--- config.mk ---
export PLATFORM = sky130hd
export DESIGN_NAME = magic_length_frame_deframer_top_flat
export DESIGN_NICKNAME = d
export VERILOG_FILES = /design/src/hw/rtl/mlfd_pkg.sv /design/src/hw/rtl/mlfd_if.sv /design/src/hw/rtl/mlfd_in_reg.sv /design/src/hw/rtl/mlfd_parser.sv /design/src/hw/rtl/mlfd_out_reg.sv /design/src/hw/rtl/magic_length_frame_deframer_top.sv /design/src/flat_wrapper.sv
export SDC_FILE = /design/constraint.sdc
export NUM_CORES = 1
export LEC_CHECK = 0
export BUFFER_PORTS_ARGS = -buffer_cell sky130_fd_sc_hd__clkbuf_2
export CAP_MARGIN = 20
export CORE_MARGIN = 1.5
export CORE_UTILIZATION = 55
export CTS_CLUSTER_SIZE = 20
export DETAILED_ROUTE_END_ITERATION = 8
export PLACE_DENSITY = 0.76
export SLEW_MARGIN = 0
export SYNTH_ARGS = -nofsm -noshare
export SYNTH_HDL_FRONTEND = slang
export SYNTH_HIERARCHICAL = 1
export SYNTH_SLANG_ARGS = --single-unit
--- constraint.sdc ---
create_clock -name clk -period 6.5 [get_ports clk]
set_input_delay 0 -clock clk [delete_from_list [all_inputs] [get_ports clk]]
set_output_delay 0 -clock clk [all_outputs]
set_load 0.03 [all_outputs]
--- src/hw/rtl/mlfd_pkg.sv ---
// ============================================================================
// mlfd_pkg
// Shared types and constants for the magic/length frame deframer.
// ============================================================================
package mlfd_pkg;

    // Header is type byte plus 24-bit big-endian length
    localparam int unsigned HDR_BYTES   = 4;
    localparam int unsigned HDR_IDX_W   = $clog2(HDR_BYTES);
    localparam int unsigned LEN_W       = 24;
    localparam int unsigned BYTE_W      = 8;

    // Configuration port
    localparam int unsigned CFG_IDX_W   = 2;
    localparam int unsigned CFG_DATA_W  = LEN_W;

    typedef enum logic [CFG_IDX_W-1:0] {
        REG_MAGIC   = 2'd0,
        REG_MAX_LEN = 2'd1
    } cfg_reg_t;

    localparam logic [BYTE_W-1:0] MAGIC_RESET   = 8'd165;
    localparam logic [LEN_W-1:0]  MAX_LEN_RESET = 24'd16384;

    // Received word
    typedef struct packed {
        logic [BYTE_W-1:0] rx_byte;
        logic              restart;
    } rx_word_t;

    // Result word
    typedef struct packed {
        logic [BYTE_W-1:0] msg_type;
        logic [BYTE_W-1:0] payload_byte;
        logic [LEN_W-1:0]  msg_len;
        logic              last_flag;
        logic              empty_msg;
    } msg_word_t;

    // Input stage contents handed to the parser
    typedef struct packed {
        logic     valid;
        rx_word_t word;
    } in_stage_t;

    // Parser result handed to the output register
    typedef struct packed {
        logic      valid;
        msg_word_t word;
    } result_t;

endpackage

--- src/hw/rtl/mlfd_if.sv ---
// ============================================================================
// mlfd_if
// Valid/ready channel interfaces for received bytes and message words.
// ============================================================================
interface mlfd_rx_if;
    import mlfd_pkg::*;

    logic     valid;
    logic     ready;
    rx_word_t data;

    modport source (output valid, output data, input ready);
    modport sink   (input valid, input data, output ready);
endinterface

interface mlfd_msg_if;
    import mlfd_pkg::*;

    logic      valid;
    logic      ready;
    msg_word_t data;

    modport source (output valid, output data, input ready);
    modport sink   (input valid, input data, output ready);
endinterface

--- src/hw/rtl/mlfd_in_reg.sv ---
// ============================================================================
// mlfd_in_reg
// Input register: captures one received word per cycle from the channel, unless a held
// word still waits for the parser.
module mlfd_in_reg (
    input  logic                clk,
    input  logic                rst_n,
    mlfd_rx_if.sink             in_ch,
    input  logic                take,
    output mlfd_pkg::in_stage_t stage
);
    import mlfd_pkg::*;

    logic     valid_reg;
    logic     valid_next;
    rx_word_t word_reg;
    logic     load;

    // Free when empty or when the held word moves on this cycle
    assign in_ch.ready = !valid_reg || take;
    assign load        = in_ch.valid && in_ch.ready;

    always_comb
    begin
        valid_next = valid_reg;
        if (load)
        begin
            valid_next = 1'b1;
        end
        else if (take)
        begin
            valid_next = 1'b0;
        end
    end

    always_ff @(posedge clk or negedge rst_n)
    begin
        if (!rst_n)
        begin
            valid_reg <= 1'b0;
        end
        else
        begin
            valid_reg <= valid_next;
        end
    end

    // Payload, no reset
    always_ff @(posedge clk)
    begin
        if (load)
        begin
            word_reg <= in_ch.data;
        end
    end

    assign stage.valid = valid_reg;
    assign stage.word  = word_reg;

endmodule

--- src/hw/rtl/mlfd_parser.sv ---
// ============================================================================
// mlfd_parser
// Frame parser: magic hunt, header gather, payload streaming, config regs.
// ============================================================================
module mlfd_parser (
    input  logic                                clk,
    input  logic                                rst_n,
    input  logic                                cfg_we,
    input  logic [mlfd_pkg::CFG_IDX_W-1:0]      cfg_index,
    input  logic [mlfd_pkg::CFG_DATA_W-1:0]     cfg_wdata,
    input  mlfd_pkg::in_stage_t                 stage,
    input  logic                                out_free,
    output logic                                take,
    output mlfd_pkg::result_t                   result
);
    import mlfd_pkg::*;

    typedef enum logic [1:0] {
        PH_HUNT    = 2'd0,
        PH_HEADER  = 2'd1,
        PH_PAYLOAD = 2'd2
    } phase_t;

    phase_t                phase_reg,   phase_next;
    logic [HDR_IDX_W-1:0]  hdr_idx_reg, hdr_idx_next;
    logic [BYTE_W-1:0]     type_reg,    type_next;
    logic [LEN_W-1:0]      len_reg,     len_next;
    logic [LEN_W-1:0]      count_reg,   count_next;
    logic [BYTE_W-1:0]     magic_reg;
    logic [LEN_W-1:0]      max_len_reg;

    logic [BYTE_W-1:0]     b;
    logic [LEN_W-1:0]      len_full;
    logic [LEN_W-1:0]      count_inc;
    logic                  pay_last;
    logic                  emit;
    msg_word_t             res_word;

    assign b         = stage.word.rx_byte;
    assign len_full  = {len_reg[LEN_W-BYTE_W-1:0], b};
    assign count_inc = count_reg + 1'b1;
    assign pay_last  = (count_inc == len_reg);

    // Next state and result for the word in the input register
    always_comb
    begin
        phase_next   = phase_reg;
        hdr_idx_next = hdr_idx_reg;
        type_next    = type_reg;
        len_next     = len_reg;
        count_next   = count_reg;
        emit         = 1'b0;
        res_word     = '{msg_type: type_reg, payload_byte: b, msg_len: len_reg,
                         last_flag: 1'b0, empty_msg: 1'b0};

        if (stage.word.restart)
        begin
            phase_next   = PH_HUNT;
            hdr_idx_next = '0;
            type_next    = '0;
            len_next     = '0;
            count_next   = '0;
        end
        else
        begin
            unique case (phase_reg)
                PH_HEADER:
                begin
                    hdr_idx_next = hdr_idx_reg + 1'b1;
                    if (hdr_idx_reg == '0)
                    begin
                        type_next = b;
                        len_next  = '0;
                    end
                    else
                    begin
                        len_next = len_full;
                    end
                    // Fourth header byte: decide the frame's fate
                    if (hdr_idx_reg == HDR_IDX_W'(HDR_BYTES - 1))
                    begin
                        count_next = '0;
                        if (len_full == '0)
                        begin
                            emit                  = 1'b1;
                            res_word.payload_byte = '0;
                            res_word.msg_len      = '0;
                            res_word.last_flag    = 1'b1;
                            res_word.empty_msg    = 1'b1;
                            phase_next            = PH_HUNT;
                            type_next             = '0;
                            len_next              = '0;
                        end
                        else if (len_full > max_len_reg)
                        begin
                            // oversize: drop and resync
                            phase_next = PH_HUNT;
                            type_next  = '0;
                            len_next   = '0;
                        end
                        else
                        begin
                            phase_next = PH_PAYLOAD;
                        end
                    end
                end
                PH_PAYLOAD:
                begin
                    emit               = 1'b1;
                    res_word.last_flag = pay_last;
                    if (pay_last)
                    begin
                        phase_next   = PH_HUNT;
                        hdr_idx_next = '0;
                        type_next    = '0;
                        len_next     = '0;
                        count_next   = '0;
                    end
                    else
                    begin
                        count_next = count_inc;
                    end
                end
                default:
                begin
                    hdr_idx_next = '0;
                    if (b == magic_reg)
                    begin
                        phase_next = PH_HEADER;
                    end
                    else
                    begin
                        phase_next = PH_HUNT;
                    end
                end
            endcase
        end
    end

    // Word moves on unless its result would find the output register full
    assign take         = stage.valid && (out_free || !emit);
    assign result.valid = take && emit;
    assign result.word  = res_word;

    // Parser state and configuration registers
    always_ff @(posedge clk or negedge rst_n)
    begin
        if (!rst_n)
        begin
            phase_reg   <= PH_HUNT;
            hdr_idx_reg <= '0;
            type_reg    <= '0;
            len_reg     <= '0;
            count_reg   <= '0;
            magic_reg   <= MAGIC_RESET;
            max_len_reg <= MAX_LEN_RESET;
        end
        else
        begin
            if (take)
            begin
                phase_reg   <= phase_next;
                hdr_idx_reg <= hdr_idx_next;
                type_reg    <= type_next;
                len_reg     <= len_next;
                count_reg   <= count_next;
            end
            if (cfg_we)
            begin
                unique case (cfg_index)
                    REG_MAGIC:   magic_reg   <= cfg_wdata[BYTE_W-1:0];
                    REG_MAX_LEN: max_len_reg <= cfg_wdata[LEN_W-1:0];
                    default:     ;
                endcase
            end
        end
    end

endmodule

--- src/hw/rtl/mlfd_out_reg.sv ---
// ============================================================================
// mlfd_out_reg
// Result register: holds one message word until the sink takes it.
// ============================================================================
module mlfd_out_reg (
    input  logic              clk,
    input  logic              rst_n,
    input  mlfd_pkg::result_t result,
    output logic              out_free,
    mlfd_msg_if.source        out_ch
);
    import mlfd_pkg::*;

    logic      valid_reg;
    logic      valid_next;
    msg_word_t word_reg;

    // Can load when empty or when the held word leaves this cycle
    assign out_free = !valid_reg || out_ch.ready;

    always_comb
    begin
        valid_next = valid_reg;
        if (result.valid)
        begin
            valid_next = 1'b1;
        end
        else if (out_ch.ready)
        begin
            valid_next = 1'b0;
        end
    end

    always_ff @(posedge clk or negedge rst_n)
    begin
        if (!rst_n)
        begin
            valid_reg <= 1'b0;
        end
        else
        begin
            valid_reg <= valid_next;
        end
    end

    always_ff @(posedge clk)
    begin
        if (result.valid)
        begin
            word_reg <= result.word;
        end
    end

    assign out_ch.valid = valid_reg;
    assign out_ch.data  = word_reg;

endmodule

--- src/hw/rtl/magic_length_frame_deframer_top.sv ---
// Path: an accepted byte passes the input register, then the result register.
// Throughput: one byte per cycle; the parser handles one byte from its input register
// each cycle, stalling only while a result waits in a full output register.
// Reset: rst_n clears both stages and returns the parser to magic hunting; magic
// value resets to 165 and the maximum payload length to 16384.
// ============================================================================
// magic_length_frame_deframer_top
// Deframes magic-byte, length-prefixed frames into a stream of payload words.
// ============================================================================
module magic_length_frame_deframer_top (
    input  logic                            clk,
    input  logic                            rst_n,
    input  logic                            cfg_we,
    input  logic [mlfd_pkg::CFG_IDX_W-1:0]  cfg_index,
    input  logic [mlfd_pkg::CFG_DATA_W-1:0] cfg_wdata,
    mlfd_rx_if.sink                         in_ch,
    mlfd_msg_if.source                      out_ch
);
    import mlfd_pkg::*;

    in_stage_t stage;
    result_t   result;
    logic      take;
    logic      out_free;

    mlfd_in_reg u_in_reg (
        .clk   (clk),
        .rst_n (rst_n),
        .in_ch (in_ch),
        .take  (take),
        .stage (stage)
    );

    mlfd_parser u_parser (
        .clk       (clk),
        .rst_n     (rst_n),
        .cfg_we    (cfg_we),
        .cfg_index (cfg_index),
        .cfg_wdata (cfg_wdata),
        .stage     (stage),
        .out_free  (out_free),
        .take      (take),
        .result    (result)
    );

    mlfd_out_reg u_out_reg (
        .clk      (clk),
        .rst_n    (rst_n),
        .result   (result),
        .out_free (out_free),
        .out_ch   (out_ch)
    );

endmodule
--- src/flat_wrapper.sv ---
// flat-port wrapper written by rule: the top's interface ports become plain ports
module magic_length_frame_deframer_top_flat import mlfd_pkg::*;
  (clk, rst_n, cfg_we, cfg_index, cfg_wdata, in_ch_valid, in_ch_data, in_ch_ready, out_ch_valid, out_ch_data, out_ch_ready);
  mlfd_rx_if in_ch_i ();
  mlfd_msg_if out_ch_i ();
  input  logic clk;
  input  logic rst_n;
  input  logic cfg_we;
  input  logic [mlfd_pkg::CFG_IDX_W-1:0] cfg_index;
  input  logic [mlfd_pkg::CFG_DATA_W-1:0] cfg_wdata;
  input wire logic [$bits(in_ch_i.valid)-1:0] in_ch_valid;
  input wire logic [$bits(in_ch_i.data)-1:0] in_ch_data;
  output wire logic [$bits(in_ch_i.ready)-1:0] in_ch_ready;
  output wire logic [$bits(out_ch_i.valid)-1:0] out_ch_valid;
  output wire logic [$bits(out_ch_i.data)-1:0] out_ch_data;
  input wire logic [$bits(out_ch_i.ready)-1:0] out_ch_ready;
  assign in_ch_i.valid = in_ch_valid;
  assign in_ch_i.data = in_ch_data;
  assign in_ch_ready = in_ch_i.ready;
  assign out_ch_valid = out_ch_i.valid;
  assign out_ch_data = out_ch_i.data;
  assign out_ch_i.ready = out_ch_ready;
  magic_length_frame_deframer_top u_core (.clk(clk), .rst_n(rst_n), .cfg_we(cfg_we), .cfg_index(cfg_index), .cfg_wdata(cfg_wdata), .in_ch(in_ch_i), .out_ch(out_ch_i));
endmodule
== Yosys cells after proc, flatten, opt, wreduce, memory -nomap -nowiden ==
Index checks and enable logic that the tools add are counted.
Widths: inputs -> output; s select.

* Input bits: 40
* Word-level logic and storage cells: 92
* Output and inout port bits: 44
* Register bits after elaboration: 145

* Equality and inequality tests: 8
* Multiplexer cells: 41
* Reductions and logical operators: 22
* Bitwise operators: 2
* $lt $le $gt $ge: 1
* $add $sub $neg: 2

{| class="wikitable"
|+ Operators by type and width
! cell !! number
|-
| $mux 24 || 9
|-
| $mux 34 || 3
|-
| $pmux 24 s2 || 2
|-
| $mux 8 || 6
|-
| $mux 32 || 1
|-
| $add 24x1->24 const B || 1
|-
| $eq 24x24->1 || 1
|-
| $gt 24x24->1 || 1
|-
| $logic_not 24->1 || 1
|-
| $pmux 8 s2 || 1
|-
| $mux 2 || 6
|-
| $mux 1 || 9
|-
| $reduce_and 3->1 || 3
|-
| $eq 8x8->1 || 1
|-
| $pmux 2 s2 || 2
|-
| $ne 3x2->1 const B || 2
|-
| $reduce_and 2->1 || 3
|-
| $eq 2x1->1 const B || 2
|-
| $eq 2x2->1 const B || 2
|-
| $logic_not 2->1 || 2
|-
| $pmux 1 s2 || 2
|-
| $reduce_bool 2->1 || 2
|-
| $logic_and 1x1->1 || 3
|-
| $logic_not 1->1 || 3
|-
| other kinds (5) || 8
|}

== Longest topological paths before layout ==
Gate-level depths: netlist of the first run.

* Word-level depth: 11
* Mapped depth: 12
* Gate-level depth less buffers: 11

== Cells and area by module ==
The synthesis of the first run kept the hierarchy.

{| class="wikitable"
|+ Modules (own cells, without submodules)
! module !! cells each !! instances !! sequential area each (µm²) !! area an instance (µm²)
|-
| mlfd_parser || 624 || 1 || 2,308.5 || 5,890.6
|-
| mlfd_out_reg || 45 || 1 || 1,286.2 || 1,308.8
|-
| mlfd_in_reg || 14 || 1 || 295.3 || 331.6
|}

== Worst setup path before layout of the first run ==
OpenSTA, ideal clock, no wires.

* Kind: register -> register
* Start: reg u_core.u_in_reg.word_reg (netlist bit u_core/u_in_reg/stage[2])
* End: reg u_core.u_out_reg.valid_reg (netlist: u_core/u_out_reg/out_ch.valid)
* Data required time: 6,416 ps
* Buffers on the path: 0
* Arrival: 5,080 ps
* Library setup time: 84 ps
* Path slack: 1,336 ps
* Stages on the path, launching flop included: 7
* Clock period less this slack: 5,164 ps
* Path through: edfxtp_1 -> nor4_1 -> nand4_1 -> nor4_2 -> nor2_1 -> nor3_1 -> nand2b_2

{| class="wikitable"
|+ RTL lines
! element !! line !! RTL
|-
| start, declared || mlfd_in_reg.sv:16 || <nowiki>rx_word_t word_reg;</nowiki>
|-
| start signal, assigned || mlfd_in_reg.sv:53 || <nowiki>word_reg <= in_ch.data;</nowiki>
|-
| end signal, assigned || mlfd_out_reg.sv:42 || <nowiki>valid_reg <= valid_next;</nowiki>
|-
| end, declared || mlfd_out_reg.sv:14 || <nowiki>logic valid_reg;</nowiki>
|}

== Worst setup path after layout of the first run ==
* Start: reg u_core.u_parser.count_reg[0]
* End: reg u_core.u_parser.count_reg[8]

* Longest elaborated chain between the ends: 5

{| class="wikitable"
|+ Ends and longest elaborated chain
! element !! line !! RTL
|-
| start, declared || mlfd_parser.sv:28 || <nowiki>logic [LEN_W-1:0] count_reg, count_next;</nowiki>
|-
| start signal, assigned || mlfd_parser.sv:166 || <nowiki>count_reg <= count_next;</nowiki>
|-
| $add 24x1->24 * || mlfd_parser.sv:41 || <nowiki>assign count_inc = count_reg + 1'b1;</nowiki>
|-
| $eq 24x24->1 || mlfd_parser.sv:42 || <nowiki>assign pay_last = (count_inc == len_reg);</nowiki>
|-
| $mux 24 * || mlfd_parser.sv:111 || <nowiki>if (pay_last)</nowiki>
|-
| $pmux 24 s2 * || mlfd_parser.sv:66 || <nowiki>unique case (phase_reg)</nowiki>
|-
| $mux 24 * || mlfd_parser.sv:56 || <nowiki>if (stage.word.restart)</nowiki>
|}

Every way passes the cells marked *; elsewhere a longest branch is shown, timed or not.
A chain may end at the register's enable or synchronous reset.

==> metrics.csv, run 1 <==
stage;metric;value;unit
worst_setup_path;worstSetupStartpointType;flip-flop;
routing;drc;0;
finish;insertedDiodeCount;0;
global_route;grt_usage;27.8;%
power_and_ir_drop;pwr_density_cell;245;nW/um^2
finish;drive_gt1_share;23.9;%
power_and_ir_drop;clkPwrFrac;45.1;%
sta;fmax;0.245;GHz
finish;syn2layout_area_growth;19.4;%
routing;firstDrtPassIters;5;
sta;final.min_clock_period;4080;ps
floorplanning;fp-row-count;42;
floorplanning;fp.dieArea;14400;sq um
clocking;clock_sinks;145;
synth;async_reset_ff_share;64.8;%
status;status;complete, no violations;
synth;synth_cells;683;
sta;finalSetupTns;0;ps
worst_setup_path;cp_data_arrival_time;4380;ps
routing;vias;5896;
power_and_ir_drop;power_frac_comb;8.3;%
synth;synthFlopType;dfrtp_1;
routing;ant_nets;0;
synth;ys_ff_latch;145;
clocking;cts_buffers;17;
floorplanning;dieWidth;120;microns
power_and_ir_drop;ir_drop;0.000180;V
clocking;clock_insertion_delay_worst_skew;430;ps
global_route;grt_overflow;0;
synth;seq_area_frac_synth;51.7;%
sta;slew_violations;0;
global_route;grt_pass1_vias;5775;
finish;final_area;8990;sq um
sta;setup_viol;0;
sta;hold_viol;0;
placement;portBuffers;83;
floorplanning;die_h;120;microns
worst_setup_path;crit_type;flip-flop to flip-flop;
routing;vias_per_cell;6.12;
clocking;clk_path_buf_depth;2;
synth;netlist_area;7530;sq um
finish;fill_cells;997;
floorplanning;io_pins;84;
synth;synth.distinct_cells;74;
floorplanning;initial_core_util;56.6;%
power_and_ir_drop;switching_power;510;uW
synth;synth_edf_count;51;
finish;final_nets;844;
power_and_ir_drop;p_leak;0.00376;uW
sta;fin_crit_sh;62.8;%
sta;slew_headroom;37.5;%
flow_run;maxCapViolations;0;
global_route;antenna_found_initial;0;
sta;rsz0062_at_grt;false;
worst_setup_path;cp_max_fo;19;
synth;yosys_warnings;6;
clocking;cts_tree;yes;
synth;syn_nets;752;
power_and_ir_drop;p_int;1690;uW
routing;drt_iter0_markers;578;
global_route;grt_pass1_wl;30400;microns
synth;avgSynthCellArea;11.0;sq um
floorplanning;core-area;13300;sq um
min_path;hp-class;input pin to async pin;
finish;largest_reg_flops;42;
power_and_ir_drop;p_sw_share;23.2;%
sta;skew;10.1;ps
routing;drt-total-wl;19000;microns
sta;tightest_slew;937;ps
clocking;cts_max_level;4;
sta;whs;1.95;ps
worst_setup_path;crit_required;6800;ps
routing;drt-wirelength-per-cell;19.8;microns
placement;gp_congestion;0.899;
global_route;grt_max_degree;77;
clocking;path_clk_slew;60;ps
worst_setup_path;cp-end-kind;flip-flop;
placement;place_area;7990;sq um
clocking;root_buffer;clkbuf_16;
clocking;post_cts_resized;0;
placement;dp_hpwl;12500;microns
worst_setup_path;r2r_slack;2420;ps
power_and_ir_drop;seq_power_share;46.5;%
[power groups by stage]
stage / sequential, uW / clock, uW / combinational [uW]
final: 1020 / 993 / 184
after global placement: 1040 / 0 / 151
after detailed placement: 1040 / 0 / 163
after global routing: 1030 / 1050 / 204
after floorplan: 1030 / 0 / 115
after CTS: 1020 / 1000 / 182
[placed cells by master, fill, tap and decap left out, types with 17 or more instances in the layout]
| cell | netlist | final |
|---|---|---|
| clkbuf_16 | 0 | 17 |
| inv_1 | 52 | 52 |
| nor2_1 | 22 | 21 |
| nand4_1 | 21 | 21 |
| edfxtp_1 | 51 | 51 |
| a22o_1 | 24 | 24 |
| clkbuf_2 | 1 | 83 |
| nand2_1 | 39 | 39 |
| mux2_2 | 33 | 33 |
| dlygate4sd3_1 | 0 | 36 |
| ha_1 | 29 | 29 |
| xnor2_1 | 25 | 25 |
| nand3_1 | 27 | 27 |
| a21oi_1 | 20 | 20 |
| dfrtp_1 | 89 | 89 |
[per-layer routing]
| metal | GRT usage [%] | up-vias | routed length, microns |
|---|---|---|---|
| met5 | 0 | - | 0 |
| met4 | 12.3 | 0 | 470 |
| li1 | - | 2694 | - |
| met2 | 46.8 | 267 | 9720 |
| met1 | 34.9 | 2893 | 7620 |
| met3 | 5.28 | 42 | 1240 |
[cells by family after synthesis]
group,synth area share [%]
AO/OA/AOI/OAI,13.7
XOR/XNOR,4.07
adder cells (fa/ha/maj),4.82
buffers and inverters,5.93
flip-flops,51.7
multiplexers,5.07
AND/OR/NAND/NOR,14.7
[through the flow]
| step | total power [uW] | setup slack [ps] | util (%) | std cells |
|---|---|---|---|---|
| floorplan | 1140 | 1340 | - | 683 |
| global placement | 1190 | 2470 | 59.9 | 892 |
| detailed placement | 1200 | 2540 | 60.1 | 894 |
| CTS | 2210 | 2530 | 67.4 | 962 |
| global route | 2280 | 2220 | 67.6 | 964 |
| finish | 2200 | 2420 | 67.6 | 964 |
[timing repair]
action,CTS,global route
hold endpoints to repair,61,0
setup buffers,0,0
hold buffers,36,0
[critical path: stages (launching register included)]
cell       delay [ps]
dfrtp_1           470
ha_1              300
nand3_1           330
or4_4             660
mux2_2            300
a2111oi_2         350
nand4_1           220
or3_1             770
nand3_4           410
o22ai_1           140
[Yosys cell counts, types with 4 or more instances]
| library cell | instances | area share (%) |
|---|---|---|
| dfrtp_1 | 89 | 30 |
| inv_1 | 52 | 2.6 |
| edfxtp_1 | 51 | 20 |
| clkbuf_1 | 39 | 1.9 |
| nand2_1 | 39 | 1.9 |
| mux2_2 | 33 | 4.9 |
| ha_1 | 29 | 4.8 |
| nand3_1 | 27 | 1.8 |
| xnor2_1 | 25 | 2.9 |
| a22o_1 | 24 | 2.8 |
| nor2_1 | 22 | 1.1 |
| nand4_1 | 21 | 1.7 |
| a21oi_1 | 20 | 1.3 |
| nor2b_1 | 13 | 1.1 |
| nor4_1 | 13 | 1.1 |
| nor3_1 | 11 | 0.73 |
| o21ai_0 | 11 | 0.73 |
| o31ai_1 | 11 | 1.1 |
| xor2_1 | 10 | 1.2 |
| a31oi_1 | 9 | 0.75 |
| nand2b_1 | 9 | 0.75 |
| a221o_1 | 8 | 1.1 |
| buf_2 | 8 | 0.53 |
| o22ai_1 | 7 | 0.58 |
| or3_1 | 7 | 0.58 |
| a2bb2oi_1 | 5 | 0.58 |
| dfstp_2 | 5 | 1.7 |
| o2bb2ai_1 | 5 | 0.58 |
| a211oi_1 | 4 | 0.40 |
| and3_1 | 4 | 0.33 |
[worst paths after layout]
check | startpoint | to | cells after the start
worst max-delay path | u_core/u_parser/count_reg[0] | u_core/u_parser/count_reg[8] | 9
max in group asynchronous | rst_n | u_core/u_parser/len_reg[18] | 3
worst min-delay path | rst_n | u_core/u_parser/count_reg[22] | 2
min in group clk | cfg_index[1] | u_core/u_parser/magic_reg[0] | 3
worst min register to register | u_core/u_parser/type_reg[6] | u_core/u_out_reg/out_ch.data[40] | 0
worst max register to register | u_core/u_parser/count_reg[0] | u_core/u_parser/count_reg[8] | 9
[cell type report]
cell class / instances / area [sq um] / share of cell area, %
Multi-Input combinational cell: 430 / 3200 / 35.6
Timing Repair Buffer: 129 / 876 / 9.74
Clock inverter: 15 / 181 / 2.02
Tap cell: 176 / 220 / 2.45
Clock buffer: 17 / 425 / 4.73
Sequential cell: 145 / 3890 / 43.3
Inverter: 52 / 195 / 2.17
(Power assumes the default switching activity.)
==> inputs of run 2 (changes only) <==
--- a/config.mk
+++ b/config.mk
@@ -5,13 +5,14 @@
 export SDC_FILE = /design/constraint.sdc
 export NUM_CORES = 1
 export LEC_CHECK = 0
+export ABC_AREA = 1
 export BUFFER_PORTS_ARGS = -buffer_cell sky130_fd_sc_hd__clkbuf_2
 export CAP_MARGIN = 20
 export CORE_MARGIN = 1.5
-export CORE_UTILIZATION = 55
+export CORE_UTILIZATION = 54
 export CTS_CLUSTER_SIZE = 20
 export DETAILED_ROUTE_END_ITERATION = 8
-export PLACE_DENSITY = 0.76
+export PLACE_DENSITY = 0.77
 export SLEW_MARGIN = 0
 export SYNTH_ARGS = -nofsm -noshare
 export SYNTH_HDL_FRONTEND = slang
==> constraint.sdc (replaced) <==
create_clock -name clk -period 3.37 [get_ports clk]
set_input_delay 0 -clock clk [delete_from_list [all_inputs] [get_ports clk]]
set_output_delay 0 -clock clk [all_outputs]
set_load 0.03 [all_outputs]
==> metrics.csv, run 2 <==
stage;metric;value;unit
sta;tightest_slew;961;ps
clocking;cts_max_level;4;
global_route;grt_overflow;0;
worst_setup_path;worstSetupStartpointType;flip-flop;
power_and_ir_drop;p_leak;0.00448;uW
finish;mostFrequentLayoutCell;nand2_1;
synth;netlist_area;7960;sq um
finish;insertedDiodeCount;0;
routing;drt-total-wl;19000;microns
floorplanning;initial_core_util;55.0;%
synth;yosys_warnings;6;
sta;fmax;0.337;GHz
synth;synthTopCellsByCount;334 x nand2_1, 136 x nor2_1, 113 x inv_1;
worst_setup_path;crit_required;3680;ps
sta;slew_violations;0;
finish;final_nets;1192;
clocking;cts_buffers;17;
finish;multi_input_area;3390;sq um
synth;async_reset_ff_share;64.8;%
global_route;grt_usage;25.8;%
synth;ys_ff_latch;145;
worst_setup_path;rr_endpoint;u_core/u_parser/len_reg[17];
global_route;grt_pass1_wl;32200;microns
routing;vias;6942;
synth;synth_cells;1027;
finish;layout_common_cells;334 x nand2_1, 136 x nor2_1, 112 x inv_1, 89 x dfrtp_1, 82 x clkbuf_2;
worst_setup_path;cp-end-kind;flip-flop;
finish;regArea;3890;sq um
power_and_ir_drop;ir_drop;0.000358;V
placement;portBuffers;83;
global_route;grt_max_degree;77;
sta;finalSetupTns;0;ps
synth;synth.distinct_cells;35;
clocking;path_clk_slew;60;ps
power_and_ir_drop;p_int;3160;uW
synth;avgSynthCellArea;7.75;sq um
sta;slew_headroom;35.9;%
synth;synthTopCellsByArea;dfrtp_1 28%, edfxtp_1 19%, nand2_1 16%, nor2_1 6.4%, inv_1 5.3%;
worst_setup_path;r2r_cells;16;
power_and_ir_drop;p_sw_share;24.7;%
clocking;root_buffer;clkbuf_16;
sta;hold_viol;0;
clocking;clock_insertion_delay_worst_skew;420;ps
routing;drt_iter0_markers;614;
synth;synth_area_leader_cell;dfrtp_1;
min_path;hp-class;input pin to flip-flop;
sta;final.min_clock_period;2960;ps
worst_setup_path;r2r_slack;410;ps
finish;largest_reg_flops;42;
synth;synth_most_common_cell;nand2_1;
placement;dp_hpwl;13200;microns
power_and_ir_drop;power_frac_comb;8.7;%
sta;skew;9.54;ps
synth;synthFlopType;dfrtp_1;
finish;drive_gt1_share;13.4;%
worst_setup_path;cp_data_arrival_time;3270;ps
floorplanning;fp.dieArea;15500;sq um
global_route;antenna_found_initial;0;
sta;rsz0062_at_grt;false;
synth;yosysTopAreaCellShare;28.0;%
status;status;complete, no violations;
synth;synth_edf_count;51;
routing;firstDrtPassIters;5;
finish;final_area;9400;sq um
placement;gp_congestion;0.900;
worst_setup_path;r2r_start;u_core/u_parser/count_reg[0];
routing;drt-wirelength-per-cell;14.4;microns
sta;whs;160;ps
worst_setup_path;crit_type;flip-flop to flip-flop;
floorplanning;die_h;124;microns
worst_setup_path;cp_max_fo;32;
min_path;whs_path_depth;4;
power_and_ir_drop;seq_power_share;46.9;%
sta;setup_viol;0;
power_and_ir_drop;clkPwrFrac;44.5;%
clocking;clock_sinks;145;
finish;syn2layout_area_growth;18.1;%
flow_run;maxCapViolations;0;
placement;place_area;8460;sq um
floorplanning;fp-row-count;44;
clocking;clk_path_buf_depth;2;
synth;syn_nets;1096;
synth;seq_area_frac_synth;48.9;%
power_and_ir_drop;pwr_density_cell;446;nW/um^2
floorplanning;io_pins;84;
finish;fill_cells;1210;
global_route;grt_pass1_vias;6771;
clocking;cts_tree;yes;
floorplanning;core-area;14500;sq um
routing;vias_per_cell;5.26;
routing;drc;0;
min_path;worstHoldStart;cfg_we;
routing;ant_nets;0;
min_path;worstHoldEndpoint;u_core/u_parser/magic_reg[0];
floorplanning;dieWidth;124;microns
sta;fin_crit_sh;88.0;%
power_and_ir_drop;switching_power;1030;uW
run 2: cell families (layout without fill, tap and decap cells):
| kind of cell | after synthesis | after routing | share of synthesized area, % |
|---|---|---|---|
| AO/OA/AOI/OAI | 68 | 68 | 4.53 |
| XOR/XNOR | 6 | 6 | 0.833 |
| adder cells (fa/ha/maj) | 29 | 29 | 4.56 |
| buffers and inverters | 172 | 281 | 8.77 |
| flip-flops | 145 | 145 | 48.9 |
| AND/OR/NAND/NOR | 607 | 607 | 32.5 |
run 2: worst max-delay path by stage:
| stage | from | endpoint | depth (start not counted) | slack (ps) |
|---|---|---|---|---|
| after floorplan | u_core/u_parser/len_reg[6] | u_core/u_out_reg/out_ch.data[0] | 13 | 580 |
| after global placement | u_core/u_parser/count_reg[0] | u_core/u_parser/len_reg[14] | 16 | 570 |
| after detailed placement | u_core/u_parser/count_reg[0] | u_core/u_parser/len_reg[12] | 16 | 450 |
| after CTS | u_core/u_parser/count_reg[0] | u_core/u_parser/len_reg[17] | 16 | 440 |
| after global routing | u_core/u_parser/count_reg[0] | u_core/u_parser/len_reg[7] | 16 | 40 |
| final | u_core/u_parser/count_reg[0] | u_core/u_parser/len_reg[17] | 16 | 410 |
run 2: layout make-up:
type / count / share of cell area (%)
clock buffers: 18 / 4.56
clock inverters: 14 / 1.65
inverters: 118 / 4.71
multi-input cells: 710 / 36.0
flip-flops and latches: 145 / 41.4
well taps: 184 / 2.45
repair buffers: 131 / 9.24
run 2: timing repair:
action                                 CTS  global route
hold buffers                            36             0
endpoints found under the hold margin  113             0
resized for setup                        0             0
buffers inserted                         0             0
run 2: routing by layer:
layer,vias up,wire length [microns],GRT usage (%)
met4,0,382,8.18
met5,-,0,0
met2,240,9240,43.6
met1,3206,8350,33.7
li1,3466,-,-
met3,30,1020,4.98
run 2: critical path: stages, from the launching register on:
cell     delay (ps)
dfrtp_1         420
ha_1            220
nand2_1         130
nor2_4          200
nand3_1         170
nor2_1          170
nand2_1          90
nand3_1         110
nand2_1          60
nor2_1           90
nand2_1          60
nor2_1           80
nand2_1         110
nand2_4         300
nand3_4         400
nand2_1         190
nand2_1          60
run 2: through the flow:
step / power, uW / util (%) / cells / setup WS [ps]
3_3_place_gp: 2300 / 58.4 / 1252 / 568
6_report: 4190 / 64.9 / 1320 / 405
5_1_grt: 4360 / 64.9 / 1320 / 39.1
4_1_cts: 4210 / 64.9 / 1320 / 437
3_5_place_dp: 2320 / 58.4 / 1252 / 447
2_1_floorplan: 2200 / - / 1027 / 578
run 2: power groups by stage:
stage | Clock [uW] | Sequential [uW] | Combinational [uW]
after detailed placement | 0 | 2000 | 326
after global routing | 1960 | 1970 | 423
after global placement | 0 | 1990 | 311
after CTS | 1890 | 1960 | 361
after floorplan | 0 | 1980 | 225
final | 1860 | 1960 | 364
